[config.mk]
export PLATFORM = sky130hd
export DESIGN_NAME = bpa_div
export DESIGN_NICKNAME = d
export VERILOG_FILES = /design/src/hdl/bpa_pkg.sv /design/src/hdl/bpa_div.sv
export SDC_FILE = /design/constraint.sdc
export NUM_CORES = 1
export LEC_CHECK = 0
export ABC_AREA = 0
export BUFFER_PORTS_ARGS = -buffer_cell sky130_fd_sc_hd__buf_2
export CAP_MARGIN = 20
export CORE_MARGIN = 2
export CORE_UTILIZATION = 40
export DETAILED_ROUTE_END_ITERATION = 12
export PLACE_DENSITY = 0.87
export SKIP_LAST_GASP = 1
export SLEW_MARGIN = 20
export SYNTH_ARGS = -nofsm -noshare
export SYNTH_HDL_FRONTEND = slang
export SYNTH_SLANG_ARGS = --single-unit
[constraint.sdc]
create_clock -name clk -period 0.9 [get_ports clk]
set_input_delay 0.135 -clock clk [delete_from_list [all_inputs] [get_ports clk]]
set_output_delay 0.135 -clock clk [all_outputs]
set_load 0.01 [all_outputs]
[src/hdl/bpa_pkg.sv]
// bpa_pkg: shared types and constants for the bitmap page allocator.
// No dependencies.
package bpa_pkg;

  localparam int IDX_W    = 16;
  localparam int STATUS_W = 2;

  typedef enum logic [STATUS_W-1:0] {
    ST_OK    = 2'd0,
    ST_FULL  = 2'd1,
    ST_RANGE = 2'd2
  } status_t;

  typedef enum logic {
    FUNC_ALLOC = 1'b0,
    FUNC_FREE  = 1'b1
  } func_t;

endpackage

[src/hdl/bpa_div.sv]
// bpa_div: splits a page index into bitmap word and bit by shift and mask, registered.
// WORD_BITS must be a power of two. Depends on bpa_pkg.
module bpa_div #(
  parameter int WORD_BITS = 32,
  parameter int BW        = 5
) (
  input  logic                      clk,
  input  logic                      rst,
  input  logic                      start,
  input  logic [bpa_pkg::IDX_W-1:0] dividend,
  output logic                      done,
  output logic [bpa_pkg::IDX_W-1:0] quotient,
  output logic [BW-1:0]             remainder
);

  always_ff @(posedge clk) begin
    if (rst) begin
      done <= 1'b0;
    end else begin
      done <= start;
    end
  end

  always_ff @(posedge clk) begin
    if (start) begin
      quotient  <= dividend >> BW;
      remainder <= dividend[BW-1:0];
    end
  end

  a_done_after_start: assert property (@(posedge clk) disable iff (rst)
    done |-> $past(start))
    else $error("split done without a start");

  a_split_exact: assert property (@(posedge clk) disable iff (rst)
    done |-> (int'(quotient) * WORD_BITS + int'(remainder)) == int'($past(dividend)))
    else $error("word and bit do not rebuild the page index");

  a_no_restart: assert property (@(posedge clk) disable iff (rst)
    done |-> !start)
    else $error("split restarted while its result is in use");

endmodule

==> results.toml, run 1 <==
[outcome]
status = "complete, but fails checks"
failed_checks = "negative setup slack"

[sta]
worst_hold_slack_ns = 0.0250
max_freq_ghz = 1.06
rsz0062_at_grt = "yes"
hold_viol = 0
post-route-period-util_pct = 105
post-route-min-period_ns = 0.944
layout_setup_ws_ns = -0.0440
maxSlewViolCount = 0
final-setup-viol-count = 16

[final_layout]
nets = 82
drive_gt1_share_pct = 64.5
final_cells = 77
final_common_cell = "buf_2"
area_delta_synth_final_pct = 35.8
antenna_cells = 0
final_cell_mix = "35 x buf_2, 16 x edfxtp_1, 5 x conb_1"
final_util_pct = 58.0

[grt]
grt_pass1_wl_mm = 1.09
overflow = 0
grt_antenna_before_repair = 0
grt_pass1_vias = 277
grt_usage_pct = 11.6
grt_max_degree = 18

[clock_tree]
cts_setup_buffers = 0
cts_resized = 0
numCtsBuffers = 3
path_clk_slew_ns = 0.09
cts_sinks = 17
clk_path_buf_depth = 2
hold_buffers = 0
cts_tree = "yes"
htreeDepth = 1
cts_root_buf = "clkbuf_4"

[synth]
synth_seq_area_share_pct = 90.1
avgSynthCellArea_um2 = 23.1
synth_seq_cells = 17
synth.distinct_cells = 5
synth_area_um2 = 556
yosysWarnings = 0
postSynthCellCount = 24

[routing]
drt-pass1-iter-count = 3
num_vias = 323
ant_nets = 0
drc = 0
routed_wl_um = 840
drtIter0Drc = 3
post_drt_via_cell_ratio = 4.19
wire_per_inst_um = 10.9

[pwr]
leakage_nw = 0.345
vdd_drop_max_v = 0.00110
power_density_nw_per_um2 = 1960

[setup_path]
cp_top_family = "flip-flops"
endpoint_kind = "output pin"
critPathMaxFanout = 1
path_buf_inv = 1
critPathLaunchType = "register"
cp.required_ns = 0.76
startpoint = "remainder[1]$_DFFE_PP_"
cp_cell_sequence = "buf_2"
max_stage_delay_ns = 0.38
cp.arrival_ns = 0.81
cp_slowest_cell = "edfxtp_1"
worst-setup-path-type = "reg2out"

[floorplan]
dieArea_um2 = 1700
rows = 13
dieWidth_um = 41.3
core_um2 = 1300
start_util_pct = 42.7
die_y_um = 41.3
ios = 41

[place]
gp_congestion = 0.654
dp_slack_ns = 0.105
placed_cells = 73
port_buffers = 35

[min_path]
worstHoldStart = "dividend[12]"
hp-class = "in2reg"

[flow_run]
maxCapViolCount = 0
## registers in the layout, summed over array words and instances, names as in the netlist
register and count:
done 1, quotient 11, remainder 5
## per-layer routing
layer	share of wire [%]	global-route usage (%)	wire [um]	vias to the layer above
met5	0	0	0	-
met1	35	10.5	292	135
met4	2.3	12.1	19	0
li1	-	-	-	154
met3	18	7.07	147	2
met2	45	16.8	381	32
## cell families after synthesis
group / Yosys count / share of synthesized area [%]
buffers and inverters: 5 / 6.76
DFF: 17 / 90.1
other: 1 / 0.675
and+or+nand+nor: 1 / 2.48
## area by class of cell
class	instances	area [um^2]
fillers	115	547
clock buffers	3	22.5
repair buffers	35	175
flip-flops and latches	17	500
multi-input cells	6	32.5
clock inverters	1	5.00
well taps	15	18.8
## report_power, final
| part | total [W] | leakage, nW | switching [W] | internal, W |
|---|---|---|---|---|
| Sequential | 0.000944 | 0.165 | 0.0000134 | 0.000931 |
| Combinational | 0.000151 | 0.162 | 0.0000828 | 0.0000685 |
| Clock | 0.000384 | 0.0177 | 0.000219 | 0.000165 |
## worst paths after layout
kind | to | cells after the start
worst min-delay path | quotient[7]$_DFFE_PP_ | 1
worst max-delay path | remainder[1] | 1
## synth_stat cells
| cell type | number | area share (%) |
|---|---|---|
| conb_1 | 1 | 0.68 |
| dfxtp_1 | 1 | 3.6 |
| edfxtp_1 | 16 | 86 |
| nor2b_4 | 1 | 2.5 |
| buf_4 | 5 | 6.8 |
## per-stage QoR
stage / area, um^2 / power (W) / setup TNS, ns
finish: 754 / 0.00148 / -0.397
global placement: 727 / 0.00111 / 0
CTS: 754 / 0.00149 / -0.577
floorplan: 571 / 0.00103 / 0
detailed placement: 727 / 0.00112 / 0
global route: 754 / 0.00155 / -1.12
(Power assumes the default switching activity.)
==> inputs of run 2 (changes only) <==
- CAP_MARGIN: 20 -> not set
- CELL_PAD_IN_SITES_DETAIL_PLACEMENT: not set -> 1
- CELL_PAD_IN_SITES_GLOBAL_PLACEMENT: not set -> 2
- CORE_UTILIZATION: 40 -> 25
- CTS_CLUSTER_SIZE: not set -> 12
- PLACE_DENSITY: 0.87 -> 0.86
==> run 2 against run 1 <==
Effect of this change: the flow still finishes with violations (negative setup slack); total power down 0.15%; die area up 54%; via count down 1.9%; hold slack worse by 0.0015 ns; clock power is essentially flat; critical endpoint is now quotient[5].
==> results.toml, run 2 (same netlist as run 1, synthesis figures left out) <==
[place]
placed_cells = 86
dp_slack_ns = 0.0996
gp_congestion = 0.676
port_buffers = 35

[final_layout]
final_cells = 90
final_cell_mix = "35 x buf_2, 16 x edfxtp_1, 5 x conb_1"
area_delta_synth_final_pct = 38.5
final_common_cell = "buf_2"
nets = 82
final_util_pct = 35.8
antenna_cells = 0
drive_gt1_share_pct = 62.9
largest_reg_flops = 11
max_flop_register = "quotient"
reg_top3 = "quotient x11, remainder x5, done x1"

[clock_tree]
cts_tree = "yes"
hold_buffers = 0
numCtsBuffers = 3
clk_path_buf_depth = 2
cts_sinks = 17
path_clk_slew_ns = 0.09
cts_root_buf = "clkbuf_4"
htreeDepth = 1
cts_resized = 0
cts_setup_buffers = 0

[setup_path]
worst-setup-path-type = "reg2out"
max_stage_delay_ns = 0.37
critPathMaxFanout = 1
critPathLaunchType = "register"
cp.required_ns = 0.76
endpoint_kind = "output pin"
cp_top_family = "flip-flops"
cp_slowest_cell = "edfxtp_1"
cp_cell_sequence = "buf_2"
path_buf_inv = 1
cp.arrival_ns = 0.79

[sta]
post-route-period-util_pct = 103
finalSetupTns_ns = -0.246
layout_setup_ws_ns = -0.0283
rsz0062_at_grt = "yes"
max_freq_ghz = 1.08
post-route-min-period_ns = 0.928
final-setup-viol-count = 16
hold_viol = 0
worst_hold_slack_ns = 0.0235
maxSlewViolCount = 0

[routing]
post_drt_via_cell_ratio = 3.52
drc = 0
drtIter0Drc = 11
wire_per_inst_um = 10.3
ant_nets = 0
num_vias = 317
routed_wl_um = 929
drt-pass1-iter-count = 2

[grt]
grt_pass1_vias = 312
overflow = 0
grt_usage_pct = 7.52
grt_pass1_wl_mm = 1.33
grt_antenna_before_repair = 0
grt_max_degree = 18

[floorplan]
dieWidth_um = 51.1
rows = 17
die_y_um = 51.1
start_util_pct = 25.9
dieArea_um2 = 2620
ios = 41
core_um2 = 2150

[pwr]
switching_share_pct = 20.7
p_switching_w = 0.000306
leakage_nw = 0.342
power_density_nw_per_um2 = 1920
vdd_drop_max_v = 0.000959
p_seq_share_pct = 63.8
p_int_w = 0.00117
clock_power_share_pct = 25.8
p_comb_share_pct = 10.4

[flow_run]
maxCapViolCount = 0

[min_path]
hp-class = "in2reg"

[outcome]
status = "complete, but fails checks"
failed_checks = "negative setup slack"
run 2: per-layer routing:
| layer | vias to the layer above | global-route usage [%] | wire length, um |
|---|---|---|---|
| li1 | 152 | - | - |
| met3 | 0 | 4.09 | 126 |
| met5 | - | 0 | 0 |
| met2 | 26 | 12.8 | 465 |
| met4 | 0 | 5.41 | 0 |
| met1 | 139 | 6.64 | 338 |
run 2: worst paths after layout:
path | slack [ns] | start | depth (start not counted) | endpoint
worst max-delay path | -0.03 | quotient[5]$_DFFE_PP_ | 1 | quotient[5]
worst min-delay path | 0.02 | dividend[1] | 1 | remainder[1]$_DFFE_PP_
run 2: area by class of cell:
type | count | area (um^2)
fillers | 247 | 1380
flip-flops and latches | 17 | 500
repair buffers | 35 | 175
well taps | 28 | 35.0
multi-input cells | 6 | 32.5
clock buffers | 4 | 26.3
run 2: through the flow:
step,total power [W],cell area (um^2)
global route,0.00154,769
detailed placement,0.00112,743
CTS,0.00150,769
finish,0.00148,769
floorplan,0.00103,571
global placement,0.00112,743
run 2: power groups by stage:
stage,combinational (W),clock [W],sequential (W)
final,0.000153,0.000381,0.000942
after detailed placement,0.000157,0,0.000962
after global placement,0.000156,0,0.000961
after floorplan,0.0000291,0,0.000999
after CTS,0.000157,0.000397,0.000944
after global routing,0.000167,0.000426,0.000949
